### config.mk
export PLATFORM = sky130hd
export DESIGN_NAME = rv64i_integer_alu_execute_unit
export DESIGN_NICKNAME = d
export VERILOG_FILES = /design/src/rtl/core/rvalu_pkg.sv /design/src/rtl/core/rv64i_integer_alu_execute_unit.sv /design/src/rtl/core/rvalu_front.sv /design/src/rtl/core/rvalu_queue.sv /design/src/rtl/core/rvalu_back.sv
export SDC_FILE = /design/constraint.sdc
export NUM_CORES = 2
export LEC_CHECK = 0
export BUFFER_PORTS_ARGS = -buffer_cell sky130_fd_sc_hd__buf_2
export CAP_MARGIN = 10
export CORE_MARGIN = 1.5
export CORE_UTILIZATION = 35
export CTS_CLUSTER_DIAMETER = 150
export DETAILED_ROUTE_END_ITERATION = 10
export PLACE_DENSITY_LB_ADDON = 0.1
export SYNTH_ARGS = -nofsm -noshare
export SYNTH_HDL_FRONTEND = slang
export SYNTH_SLANG_ARGS = --single-unit
### constraint.sdc
create_clock -name clk -period 7.9 [get_ports clk]
set_input_delay 0.79 -clock clk [delete_from_list [all_inputs] [get_ports clk]]
set_output_delay 0.79 -clock clk [all_outputs]
set_load 0.1 [all_outputs]
### src/rtl/core/rvalu_pkg.sv
// ----------------------------------------------------------------------------
// rvalu_pkg: shared types and constants for the rv64i integer execute unit
// operation codes, decoded control and queue entry layout
// ----------------------------------------------------------------------------
package rvalu_pkg;

    // field widths
    localparam int OP_W    = 5;
    localparam int IDX_W   = 5;
    localparam int IMM_W   = 12;
    localparam int XLEN    = 64;
    localparam int RF_DEPTH = 31;

    // operation codes as they arrive on the request channel
    localparam logic [OP_W-1:0] OP_ADD   = 5'd0;
    localparam logic [OP_W-1:0] OP_SUB   = 5'd1;
    localparam logic [OP_W-1:0] OP_XOR   = 5'd2;
    localparam logic [OP_W-1:0] OP_OR    = 5'd3;
    localparam logic [OP_W-1:0] OP_AND   = 5'd4;
    localparam logic [OP_W-1:0] OP_SLL   = 5'd5;
    localparam logic [OP_W-1:0] OP_SRL   = 5'd6;
    localparam logic [OP_W-1:0] OP_SRA   = 5'd7;
    localparam logic [OP_W-1:0] OP_SLT   = 5'd8;
    localparam logic [OP_W-1:0] OP_SLTU  = 5'd9;
    localparam logic [OP_W-1:0] OP_ADDI  = 5'd10;
    localparam logic [OP_W-1:0] OP_XORI  = 5'd11;
    localparam logic [OP_W-1:0] OP_ORI   = 5'd12;
    localparam logic [OP_W-1:0] OP_ANDI  = 5'd13;
    localparam logic [OP_W-1:0] OP_SLLI  = 5'd14;
    localparam logic [OP_W-1:0] OP_SRLI  = 5'd15;
    localparam logic [OP_W-1:0] OP_SRAI  = 5'd16;
    localparam logic [OP_W-1:0] OP_SLTI  = 5'd17;
    localparam logic [OP_W-1:0] OP_SLTIU = 5'd18;
    localparam logic [OP_W-1:0] OP_ADDW  = 5'd19;
    localparam logic [OP_W-1:0] OP_SUBW  = 5'd20;
    localparam logic [OP_W-1:0] OP_SLLW  = 5'd21;
    localparam logic [OP_W-1:0] OP_SRLW  = 5'd22;
    localparam logic [OP_W-1:0] OP_SRAW  = 5'd23;
    localparam logic [OP_W-1:0] OP_ADDIW = 5'd24;
    localparam logic [OP_W-1:0] OP_SLLIW = 5'd25;
    localparam logic [OP_W-1:0] OP_SRLIW = 5'd26;
    localparam logic [OP_W-1:0] OP_SRAIW = 5'd27;

    // execution class after decode
    typedef enum logic [3:0] {
        KIND_ADD,
        KIND_SUB,
        KIND_XOR,
        KIND_OR,
        KIND_AND,
        KIND_SLL,
        KIND_SRL,
        KIND_SRA,
        KIND_SLT,
        KIND_SLTU,
        KIND_NOP
    } op_kind_t;

    typedef struct packed {
        op_kind_t kind;
        logic     use_imm;
        logic     word;
    } ctrl_t;

    typedef struct packed {
        ctrl_t            ctrl;
        logic [IDX_W-1:0] src1;
        logic [IDX_W-1:0] src2;
        logic [IDX_W-1:0] dest;
        logic [IMM_W-1:0] imm;
    } entry_t;

    typedef struct packed {
        logic empty;
        logic full;
    } q_status_t;

    // sign-extend the low word to 64 bits
    function automatic logic [XLEN-1:0] sext32(input logic [31:0] v);
        return {{32{v[31]}}, v};
    endfunction

endpackage

### src/rtl/core/rv64i_integer_alu_execute_unit.sv
// ----------------------------------------------------------------------------
// rv64i_integer_alu_execute_unit: rv64i integer alu execute stage
// executes decoded register and immediate alu instructions on x0..x31
// ----------------------------------------------------------------------------
// usage
//   s_* channel takes one decoded instruction request per accepted cycle;
//   m_* channel returns one result per request, in request order.
//   requests are decoded into a two-entry queue; the back end reads the
//   register file, executes and writes back, then parks the result in an
//   output register.
//   path: the queue is written at acceptance, the register read fills the
//   execute stage registers, and execute writes the output register that
//   drives m_tvalid.
//   throughput: one request per cycle while m_tready holds, set by the
//   single execute stage; back-to-back dependent instructions see the
//   previous result through a bypass from the output register.
//   reset: queue and pipeline empty, x1..x31 read as zero (per-entry valid
//   bits cleared at once, no clearing pass).
//   receiver stall: the output register holds its result, the execute stage
//   holds, and the queue keeps accepting until both entries are full; then
//   s_tready drops.
// ----------------------------------------------------------------------------
module rv64i_integer_alu_execute_unit (
    input  logic        clk,
    input  logic        rst_n,
    input  logic        s_tvalid,
    output logic        s_tready,
    // operation[4:0], src1_index[9:5], src2_index[14:10], dest_index[19:15],
    // immediate[31:20]
    input  logic [31:0] s_tdata,
    output logic        m_tvalid,
    input  logic        m_tready,
    // result_index[4:0], result_value[68:5], result_written[69], zero[71:70]
    output logic [71:0] m_tdata
);
    import rvalu_pkg::*;

    entry_t    dec_entry;
    entry_t    q_head;
    q_status_t q_status;
    logic      push;
    logic      pop;

    assign s_tready = !q_status.full;
    assign push     = s_tvalid && s_tready;

    // front: decode
    rvalu_front u_front (
        .s_tdata (s_tdata),
        .entry   (dec_entry)
    );

    // queue between decode and execute
    rvalu_queue u_queue (
        .clk        (clk),
        .rst_n      (rst_n),
        .push       (push),
        .push_entry (dec_entry),
        .pop        (pop),
        .head       (q_head),
        .status     (q_status)
    );

    // back: read, execute, writeback
    rvalu_back u_back (
        .clk        (clk),
        .rst_n      (rst_n),
        .head_valid (!q_status.empty),
        .head       (q_head),
        .pop        (pop),
        .m_tvalid   (m_tvalid),
        .m_tready   (m_tready),
        .m_tdata    (m_tdata)
    );

    // x0 is never reported as written
    a_no_x0_write: assert property (@(posedge clk) disable iff (!rst_n)
        m_tvalid |-> !(m_tdata[69] && (m_tdata[4:0] == 5'd0)))
        else $error("result reports a write to x0");

    // an unwritten result with a real destination comes from an unused code
    a_nop_zero: assert property (@(posedge clk) disable iff (!rst_n)
        (m_tvalid && !m_tdata[69] && (m_tdata[4:0] != 5'd0))
            |-> (m_tdata[68:5] == 64'd0))
        else $error("discarded result carries a nonzero value");

    // an accepted request is held in the queue on the next cycle
    a_queue_holds: assert property (@(posedge clk) disable iff (!rst_n)
        push |=> !q_status.empty)
        else $error("accepted request lost from queue");

    // the back end never pops an empty queue
    a_pop_nonempty: assert property (@(posedge clk) disable iff (!rst_n)
        pop |-> !q_status.empty)
        else $error("pop from empty queue");

endmodule

### src/rtl/core/rvalu_front.sv
// ----------------------------------------------------------------------------
// rvalu_front: request decode
// unpacks the request word and classifies the operation code
// ----------------------------------------------------------------------------
module rvalu_front (
    input  logic [31:0]     s_tdata,
    output rvalu_pkg::entry_t entry
);
    import rvalu_pkg::*;

    logic [OP_W-1:0] op;
    ctrl_t           ctrl;

    assign op = s_tdata[4:0];

    // operation code to execution class
    always_comb
    begin
        ctrl.kind    = KIND_NOP;
        ctrl.use_imm = 1'b0;
        ctrl.word    = 1'b0;
        case (op)
            OP_ADD:   ctrl.kind = KIND_ADD;
            OP_SUB:   ctrl.kind = KIND_SUB;
            OP_XOR:   ctrl.kind = KIND_XOR;
            OP_OR:    ctrl.kind = KIND_OR;
            OP_AND:   ctrl.kind = KIND_AND;
            OP_SLL:   ctrl.kind = KIND_SLL;
            OP_SRL:   ctrl.kind = KIND_SRL;
            OP_SRA:   ctrl.kind = KIND_SRA;
            OP_SLT:   ctrl.kind = KIND_SLT;
            OP_SLTU:  ctrl.kind = KIND_SLTU;
            OP_ADDI:  begin ctrl.kind = KIND_ADD;  ctrl.use_imm = 1'b1; end
            OP_XORI:  begin ctrl.kind = KIND_XOR;  ctrl.use_imm = 1'b1; end
            OP_ORI:   begin ctrl.kind = KIND_OR;   ctrl.use_imm = 1'b1; end
            OP_ANDI:  begin ctrl.kind = KIND_AND;  ctrl.use_imm = 1'b1; end
            OP_SLLI:  begin ctrl.kind = KIND_SLL;  ctrl.use_imm = 1'b1; end
            OP_SRLI:  begin ctrl.kind = KIND_SRL;  ctrl.use_imm = 1'b1; end
            OP_SRAI:  begin ctrl.kind = KIND_SRA;  ctrl.use_imm = 1'b1; end
            OP_SLTI:  begin ctrl.kind = KIND_SLT;  ctrl.use_imm = 1'b1; end
            OP_SLTIU: begin ctrl.kind = KIND_SLTU; ctrl.use_imm = 1'b1; end
            OP_ADDW:  begin ctrl.kind = KIND_ADD;  ctrl.word = 1'b1; end
            OP_SUBW:  begin ctrl.kind = KIND_SUB;  ctrl.word = 1'b1; end
            OP_SLLW:  begin ctrl.kind = KIND_SLL;  ctrl.word = 1'b1; end
            OP_SRLW:  begin ctrl.kind = KIND_SRL;  ctrl.word = 1'b1; end
            OP_SRAW:  begin ctrl.kind = KIND_SRA;  ctrl.word = 1'b1; end
            OP_ADDIW:
            begin
                ctrl.kind = KIND_ADD; ctrl.use_imm = 1'b1; ctrl.word = 1'b1;
            end
            OP_SLLIW:
            begin
                ctrl.kind = KIND_SLL; ctrl.use_imm = 1'b1; ctrl.word = 1'b1;
            end
            OP_SRLIW:
            begin
                ctrl.kind = KIND_SRL; ctrl.use_imm = 1'b1; ctrl.word = 1'b1;
            end
            OP_SRAIW:
            begin
                ctrl.kind = KIND_SRA; ctrl.use_imm = 1'b1; ctrl.word = 1'b1;
            end
            default:  ctrl.kind = KIND_NOP;
        endcase
    end

    // pack the queue entry
    assign entry.ctrl = ctrl;
    assign entry.src1 = s_tdata[9:5];
    assign entry.src2 = s_tdata[14:10];
    assign entry.dest = s_tdata[19:15];
    assign entry.imm  = s_tdata[31:20];

endmodule

### src/rtl/core/rvalu_queue.sv
// ----------------------------------------------------------------------------
// rvalu_queue: two-entry request queue
// decouples request decode from register read and execute
// ----------------------------------------------------------------------------
module rvalu_queue (
    input  logic                 clk,
    input  logic                 rst_n,
    input  logic                 push,
    input  rvalu_pkg::entry_t    push_entry,
    input  logic                 pop,
    output rvalu_pkg::entry_t    head,
    output rvalu_pkg::q_status_t status
);
    import rvalu_pkg::*;

    entry_t     slot_reg [2];
    logic       wr_ptr_reg, wr_ptr_next;
    logic       rd_ptr_reg, rd_ptr_next;
    logic [1:0] count_reg, count_next;

    // pointer and fill count update
    always_comb
    begin
        wr_ptr_next = push ? ~wr_ptr_reg : wr_ptr_reg;
        rd_ptr_next = pop ? ~rd_ptr_reg : rd_ptr_reg;
        count_next  = count_reg;
        if (push && !pop)
        begin
            count_next = count_reg + 2'd1;
        end
        else if (pop && !push)
        begin
            count_next = count_reg - 2'd1;
        end
    end

    always_ff @(posedge clk or negedge rst_n)
    begin
        if (!rst_n)
        begin
            wr_ptr_reg <= 1'b0;
            rd_ptr_reg <= 1'b0;
            count_reg  <= 2'd0;
        end
        else
        begin
            wr_ptr_reg <= wr_ptr_next;
            rd_ptr_reg <= rd_ptr_next;
            count_reg  <= count_next;
        end
    end

    // entry storage
    always_ff @(posedge clk)
    begin
        if (push)
        begin
            slot_reg[wr_ptr_reg] <= push_entry;
        end
    end

    assign head         = slot_reg[rd_ptr_reg];
    assign status.empty = (count_reg == 2'd0);
    assign status.full  = (count_reg == 2'd2);

endmodule

### src/rtl/core/rvalu_back.sv
// ----------------------------------------------------------------------------
// rvalu_back: register read, execute and writeback
// reads x1..x31, computes the alu result, updates the register file and
// holds the result in the output register
// ----------------------------------------------------------------------------
module rvalu_back (
    input  logic                 clk,
    input  logic                 rst_n,
    input  logic                 head_valid,
    input  rvalu_pkg::entry_t    head,
    output logic                 pop,
    output logic                 m_tvalid,
    input  logic                 m_tready,
    output logic [71:0]          m_tdata
);
    import rvalu_pkg::*;

    // register file: data array plus per-entry valid for reset-to-zero
    logic [XLEN-1:0]     rf_mem [RF_DEPTH];
    logic [RF_DEPTH-1:0] rf_valid_reg;

    // execute stage
    logic             e_valid_reg;
    ctrl_t            e_ctrl_reg;
    logic [IDX_W-1:0] e_dest_reg;
    logic [IMM_W-1:0] e_imm_reg;
    logic [XLEN-1:0]  rdata1_reg, rdata2_reg;
    logic             src1_ok_reg, src2_ok_reg;
    logic             byp1_reg, byp2_reg;

    // output register
    logic             out_valid_reg;
    logic [IDX_W-1:0] out_index_reg;
    logic [XLEN-1:0]  out_value_reg;
    logic             out_written_reg;

    logic             e_adv;
    logic             e_write;
    logic [IDX_W-1:0] rd1_idx, rd2_idx, wr_idx;
    logic             src1_ok_next, src2_ok_next;
    logic [XLEN-1:0]  op_a, op_b, r2, imm_ext;
    logic [5:0]       amt;
    logic [XLEN-1:0]  sum, diff, shl, shr, sra;
    logic [31:0]      shl_w, shr_w, sra_w;
    logic [XLEN-1:0]  e_result;

    // stage handshakes
    assign e_adv   = e_valid_reg && (!out_valid_reg || m_tready);
    assign pop     = head_valid && (!e_valid_reg || e_adv);
    assign e_write = (e_ctrl_reg.kind != KIND_NOP) && (e_dest_reg != '0);

    // register file addressing (x0 is not stored)
    assign rd1_idx = head.src1 - 5'd1;
    assign rd2_idx = head.src2 - 5'd1;
    assign wr_idx  = e_dest_reg - 5'd1;
    assign src1_ok_next = (head.src1 != '0) ? rf_valid_reg[rd1_idx] : 1'b0;
    assign src2_ok_next = (head.src2 != '0) ? rf_valid_reg[rd2_idx] : 1'b0;

    // register file read and write
    always_ff @(posedge clk)
    begin
        if (pop)
        begin
            rdata1_reg <= rf_mem[rd1_idx];
            rdata2_reg <= rf_mem[rd2_idx];
        end
        if (e_adv && e_write)
        begin
            rf_mem[wr_idx] <= e_result;
        end
    end

    // entry valid bits
    always_ff @(posedge clk or negedge rst_n)
    begin
        if (!rst_n)
        begin
            rf_valid_reg <= '0;
        end
        else if (e_adv && e_write)
        begin
            rf_valid_reg[wr_idx] <= 1'b1;
        end
    end

    // execute stage control
    always_ff @(posedge clk or negedge rst_n)
    begin
        if (!rst_n)
        begin
            e_valid_reg <= 1'b0;
        end
        else if (pop)
        begin
            e_valid_reg <= 1'b1;
        end
        else if (e_adv)
        begin
            e_valid_reg <= 1'b0;
        end
    end

    // execute stage payload, bypass from the result being written this cycle
    always_ff @(posedge clk)
    begin
        if (pop)
        begin
            e_ctrl_reg  <= head.ctrl;
            e_dest_reg  <= head.dest;
            e_imm_reg   <= head.imm;
            src1_ok_reg <= src1_ok_next;
            src2_ok_reg <= src2_ok_next;
            byp1_reg    <= e_adv && e_write && (e_dest_reg == head.src1);
            byp2_reg    <= e_adv && e_write && (e_dest_reg == head.src2);
        end
    end

    // operand select; out_value_reg holds the last executed result
    assign op_a = byp1_reg ? out_value_reg : (src1_ok_reg ? rdata1_reg : '0);
    assign r2   = byp2_reg ? out_value_reg : (src2_ok_reg ? rdata2_reg : '0);
    assign imm_ext = {{(XLEN-IMM_W){e_imm_reg[IMM_W-1]}}, e_imm_reg};
    assign op_b = e_ctrl_reg.use_imm ? imm_ext : r2;
    assign amt  = e_ctrl_reg.word ? {1'b0, op_b[4:0]} : op_b[5:0];

    // datapath
    assign sum   = op_a + op_b;
    assign diff  = op_a - op_b;
    assign shl   = op_a << amt;
    assign shr   = op_a >> amt;
    assign sra   = $signed(op_a) >>> amt;
    assign shl_w = op_a[31:0] << amt[4:0];
    assign shr_w = op_a[31:0] >> amt[4:0];
    assign sra_w = $signed(op_a[31:0]) >>> amt[4:0];

    // result select
    always_comb
    begin
        case (e_ctrl_reg.kind)
            KIND_ADD:  e_result = e_ctrl_reg.word ? sext32(sum[31:0]) : sum;
            KIND_SUB:  e_result = e_ctrl_reg.word ? sext32(diff[31:0]) : diff;
            KIND_XOR:  e_result = op_a ^ op_b;
            KIND_OR:   e_result = op_a | op_b;
            KIND_AND:  e_result = op_a & op_b;
            KIND_SLL:  e_result = e_ctrl_reg.word ? sext32(shl_w) : shl;
            KIND_SRL:  e_result = e_ctrl_reg.word ? sext32(shr_w) : shr;
            KIND_SRA:  e_result = e_ctrl_reg.word ? sext32(sra_w) : sra;
            KIND_SLT:
                e_result = {{(XLEN-1){1'b0}}, ($signed(op_a) < $signed(op_b))};
            KIND_SLTU: e_result = {{(XLEN-1){1'b0}}, (op_a < op_b)};
            default:   e_result = '0;
        endcase
    end

    // output register control
    always_ff @(posedge clk or negedge rst_n)
    begin
        if (!rst_n)
        begin
            out_valid_reg <= 1'b0;
        end
        else if (e_adv)
        begin
            out_valid_reg <= 1'b1;
        end
        else if (m_tready)
        begin
            out_valid_reg <= 1'b0;
        end
    end

    // output register payload
    always_ff @(posedge clk)
    begin
        if (e_adv)
        begin
            out_index_reg   <= e_dest_reg;
            out_value_reg   <= e_result;
            out_written_reg <= e_write;
        end
    end

    assign m_tvalid = out_valid_reg;
    assign m_tdata  = {2'b00, out_written_reg, out_value_reg, out_index_reg};

endmodule

# [Yosys cells after proc, flatten, opt, wreduce, memory -nomap -nowiden]
# Memories as Yosys holds them, arrays and structs flattened. A register that Yosys moved wholly into a read port is not among the register bits.
# Index checks and enable logic that the tools add are counted.
[word_totals] register_bits=134 ramBits=2050 input_bits=36 output_inout_bits=74 elab_cells=155 memories=2
[classes] addsub=7 n_lt_le_gt_ge=6 eq_ne=40 shift=6 n_mux=31 n_bitwise=6 n_reduce_logical=39
[mem_list] name="u_back.rf_mem" words=31 width=64 rd=2 rd_clocked_by_memory_dff=2 write_ports=1 line="rvalu_back.sv:19" source="logic [XLEN-1:0] rf_mem [RF_DEPTH];"
[mem_list] name="u_queue.slot_reg" words=2 width=33 rd=1 rd_clocked_by_memory_dff=0 write_ports=1 line="rvalu_queue.sv:16" source="entry_t slot_reg [2];"
[ops] cell="$mux W64" n=10
[ops] cell="$pmux W64 S10" n=1
[ops] cell="$lt A64 B64 Y1" n=2
[ops] cell="$add A64 B64 Y64" n=1
[ops] cell="$and A64 B64 Y64" n=1
[ops] cell="$or A64 B64 Y64" n=1
[ops] cell="$shl A64 B6 Y64" n=1
[ops] cell="$shr A64 B6 Y64" n=1
[ops] cell="$sshr A64 B6 Y64" n=1
[ops] cell="$sub A64 B64 Y64" n=1
[ops] cell="$xor A64 B64 Y64" n=1
[ops] cell="$eq A5 B5 Y1 const B" n=12
[ops] cell="$eq A5 B4 Y1 const B" n=8
[ops] cell="$pmux W4 S10" n=1
[ops] cell="$shl A32 B5 Y32" n=1
[ops] cell="$shr A32 B5 Y32" n=1
[ops] cell="$sshr A32 B5 Y32" n=1
[ops] cell="$or A31 B31 Y31" n=1
[ops] cell="$eq A5 B3 Y1 const B" n=4
[ops] cell="$lt A5 B6 Y1 const B" n=3
[ops] cell="$eq A4 B3 Y1 const B" n=4
[ops] cell="$reduce_or A4 Y1" n=4
[ops] cell="$reduce_bool A5 Y1" n=3
[ops] cell="$sub A5 B1 Y5 const B" n=3
[ops] cell="other kinds (27)" n=68

# [Logic depth before layout (Yosys ltp)]
[logic_depth] depth_word=8 ltp_mapped=23 ltp_nobuf=18

# [Modules after synthesis]
# From an unflattened synthesis, not the netlist that was laid out.
[hier_totals] hier_cells=8329 area_unflattened_um2=126023.4
[by_module_without_submodules] module="rvalu_back" n_inst=1 cells_each=8143 area_per_inst_um2=122846.6 seq_area_each_um2=67159.4
[by_module_without_submodules] module="rvalu_queue" n_inst=1 cells_each=119 area_per_inst_um2=2720.1 seq_area_each_um2=2082.0
[by_module_without_submodules] module="rvalu_front" n_inst=1 cells_each=64 area_per_inst_um2=442.9 seq_area_each_um2=0.0
[by_module_without_submodules] module="rv64i_integer_alu_execute_unit" n_inst=1 cells_each=3 area_per_inst_um2=13.8 seq_area_each_um2=0.0

# [Worst setup path after synthesis]
# Ideal clock, no wire load.
[synth_path] kind="register to register" start="reg u_back.out_value_reg[2]" end="reg u_back.out_value_reg[25] (data pin)" setup_ns=0.454 t_arrival_ns=6.332 t_required_ns=7.446 slack_ns=1.114 path_stages_with_launch=21 path_buffers=5 period_less_slack_ns=6.786 cell_sequence="edfxtp_1 nand2_1 a31oi_2 buf_2 buf_1 buf_1 clkbuf_1 ha_1 buf_2 or2_2 a311oi_1 a2bb2oi_1 o21ai_1 a21oi_1 o21ai_1 a21oi_1 o21ai_0 a211oi_1 a21oi_1 xnor2_1 o21ai_0"
[synth_between] elab_chain_len=6 word_cells_on_any_way=18 classes_between="add/sub: 2; shift: 6; mux: 10"
[synth_lines] element="from (decl)" line="rvalu_back.sv:34" source="logic [XLEN-1:0] out_value_reg;"
[synth_lines] element="from (signal assigned)" line="rvalu_back.sv:177" source="out_value_reg <= e_result;"
[synth_lines] element="branches (longest 5 deep; another with $sub A64 B64 Y64)"
[synth_lines] element="$pmux W64 S10 *" line="rvalu_back.sv:138" source="case (e_ctrl_reg.kind)"
[synth_lines] element="net u_back.e_result[25]" line="rvalu_back.sv:45" source="logic [XLEN-1:0] e_result;"
# Mark *: on every way through the listed nets, which the timed path passes.
# A chain may end at the register's enable or synchronous reset.

# [Worst setup path after layout]
[layout_path] start="reg u_back.byp2_reg" end="mem u_back.rf_mem[7][57] (data pin)"
[layout_between] elab_chain_len=6 word_cells_on_any_way=20 classes_between="add/sub: 2; shift: 6; mux: 9; bitwise: 3"
[layout_lines] element="from (decl)" line="rvalu_back.sv:29" source="logic byp1_reg, byp2_reg;"
[layout_lines] element="from (signal assigned)" line="rvalu_back.sv:114" source="byp2_reg <= e_adv && e_write && (e_dest_reg == head.src2);"
[layout_lines] element="$mux W64 *" line="rvalu_back.sv:120" source="assign r2 = byp2_reg ? out_value_reg : (src2_ok_reg ? rdata2_reg : '0);"
[layout_lines] element="$mux W64 *" line="rvalu_back.sv:122" source="assign op_b = e_ctrl_reg.use_imm ? imm_ext : r2;"
[layout_lines] element="branches (longest 3 deep; another with $sub A64 B64 Y64)"
[layout_lines] element="$pmux W64 S10 *" line="rvalu_back.sv:138"
[layout_lines] element="net u_back.e_result[57]" line="rvalu_back.sv:45"
[layout_lines] element="to (decl)" line="rvalu_back.sv:19"
# Marked as above.

==> out/results.tsv <==
metric	value	unit
first-pass GRT wire length	785200	um
# clock sinks	2312	
Reg2Reg Depth	19	
Syn Area/Cell	13.77	um2
Layout Skew	73.22	ps
max reg flops	1984	
design area	141800	um2
DR iter-0 viols	12110	
RSZ-0062 raised after global routing	no	
yosys warns	0	
critical path class	reg2reg	
Die Span Y	600.3	um
CP Data Arrival Time	7740	ps
R2R Path Start	u_back.byp2_reg	
vias in the first global route	88930	
clk_lat worst skew	930	ps
via count	90230	
Final Max Slew Viols	0	
Async S/R FF share, synth	0.01600	
max_cap viols	0	
Placed Cells	13600	
initial antenna violation count	52	
fillers	33060	
commonest non-fill, non-tap cells in the layout	edfxtp_1 (2275), nand2_1 (1251), mux4_2 (1040), nor2_1 (540), a21oi_1 (440)	
Post-Route WL	584000	um
Num CTS Buffers	277	
Area after DPL	133200	um2
critical path capture point type	register	
GRT overflow	0	
floorplan die width	600.3	um
hold slack	32.24	ps
GPL Wtd Cong	1.007	
R2R Setup Slk	770	ps
CTS tree	done	
Yosys reg bits	2312	
Reg area	69240	um2
Cells after Synth	9070	
Post-synth EDFFs	2275	
routed vias/inst	6.398	
Post-CTS Setup Bufs	0	
Max Fanout on Critical Path	32	
synthesis-to-finish area growth	13.53	%
number of cells upsized or downsized after cts	0	
hold buffers post-CTS	0	
CP startpoint kind	register	
register area share after synthesis	0.5545	
H-tree depth	5	
synthesized cell area	124900	um2
aggregate global-route resource usage	0.3157	
NumNets Final	9378	
status	complete, no violations	
DR WL/cell	41.41	um
min-delay worst type	in2async	
core area	355400	um2
row count	219	
Primary FF master, synth	edfxtp_1	
count of final hold-check violations	0	
non-filler cells, final	14100	
FF-to-FF End	u_back.rf_mem[7][57]	
Worst Max-Slew Pin Slew	1413	ps
share of layout cells above drive strength 1	0.2345	
Yosys cell types	90	
Port Buffers	107	
antenna-violating nets left	0	
final worst path period share	0.9025	
Initial Util	0.3514	
# IOs	110	
largest net degree at the start of global routing	126	
maximum clock rate	140.3	MHz
Final HPWL DP	371600	um
CTS root buf	clkbuf_16	
commonest non-fill, non-tap cell in the layout	edfxtp_1	
min Tclk post-route	7130	ps
maximum buffer depth of the clock tree	4	
final setup violation count	0	
setup_tns	0	ps
Worst EP required	8510	ps
die footprint	360400	um2
worst rel slew slack	0.05804	
Reg clk slew, reported paths	60	ps
multi-input gate area in the final layout	52710	um2
DR pass1 iterations	8	
# DRC	0	
-- worst max-delay path, cell delays in order, from the launching register on --
cell       delay [ps]
edfxtp_1          580
nor2b_4           750
a22oi_1           240
o21a_4            290
ha_1              360
a21oi_1           480
o211a_1           230
a2111oi_1          80
buf_4             220
nor3b_1           630
o311ai_1          210
buf_4             200
o211ai_1          170
o211ai_1          250
o21ai_0          1000
o21ai_0           300
xnor2_1           180
o21ai_0           170
nand3_1           180
buf_4             290
-- how the worst max path moves through the flow --
stage	start	endpoint	slack (ps)	cells after the start
2_1_floorplan	u_back.out_value_reg[2]	u_back.out_value_reg[25]	1110	20
3_3_place_gp	u_back.byp1_reg	u_back.rf_mem[22][57]	1000	18
3_5_place_dp	u_back.byp1_reg	u_back.rf_mem[21][57]	980	18
4_1_cts	u_back.byp1_reg	u_back.rf_mem[28][57]	960	18
5_1_grt	u_back.byp2_reg	u_back.rf_mem[0][57]	480	20
6_report	u_back.byp2_reg	u_back.rf_mem[7][57]	770	19
-- layer usage --
layer	wire length [um]	share of wire	global-route usage	vias to the layer above
met5	119	0.00020	0	-
met4	22520	0.039	0.1092	18
met3	43850	0.075	0.04891	893
met2	266600	0.46	0.4925	4495
met1	250900	0.43	0.4485	48660
li1	-	-	-	36160
-- cell families (layout without fill, tap and decap cells) --
logic type | after synthesis | after routing | synth area share
XOR/XNOR | 101 | 101 | 0.007084
AND/OR/NAND/NOR | 2386 | 2386 | 0.08076
multiplexers | 1304 | 1304 | 0.2093
flip-flops | 2312 | 2312 | 0.5545
buffers and inverters | 923 | 1194 | 0.02885
AO/OA/AOI/OAI | 1836 | 1836 | 0.09862
other | 1 | 11 | 0.00003003
adder cells (fa/ha/maj) | 207 | 207 | 0.02086
-- synthesized netlist by cell type (76+ instances only) --
| cell type | instances | area (um2) |
|---|---|---|
| a211oi_1 | 129 | 968.4 |
| a21oi_1 | 440 | 2202 |
| a311oi_1 | 133 | 1165 |
| a31oi_1 | 109 | 681.9 |
| buf_1 | 147 | 551.8 |
| clkbuf_1 | 501 | 1881 |
| edfxtp_1 | 2275 | 68320 |
| ha_1 | 205 | 2565 |
| inv_1 | 187 | 701.9 |
| mux2i_1 | 205 | 2052 |
| mux4_2 | 1040 | 23420 |
| nand2_1 | 1253 | 4703 |
| nand3_1 | 202 | 1011 |
| nor2_1 | 577 | 2166 |
| o21ai_0 | 366 | 1832 |
| xnor2_1 | 76 | 665.6 |
-- area by class of cell --
type	instances	share of cell area
multi-input cells	5836	0.3718
inverters	201	0.005560
clock buffers	357	0.05190
well taps	4751	0.04193
clock inverters	129	0.008508
diodes	9	0.0001589
repair buffers	507	0.03172
flip-flops and latches	2312	0.4884
-- per-stage QoR --
stage	utilization	setup slack (ps)
after floorplan	-	1114
after global placement	0.3746	996.6
after detailed placement	0.3747	981.8
after CTS	0.3988	955.0
after global routing	0.3989	481.8
final	0.3989	770.1
Power is not shown: default switching activity piles up to over one toggle a cycle in this logic, so the estimate is an artifact.
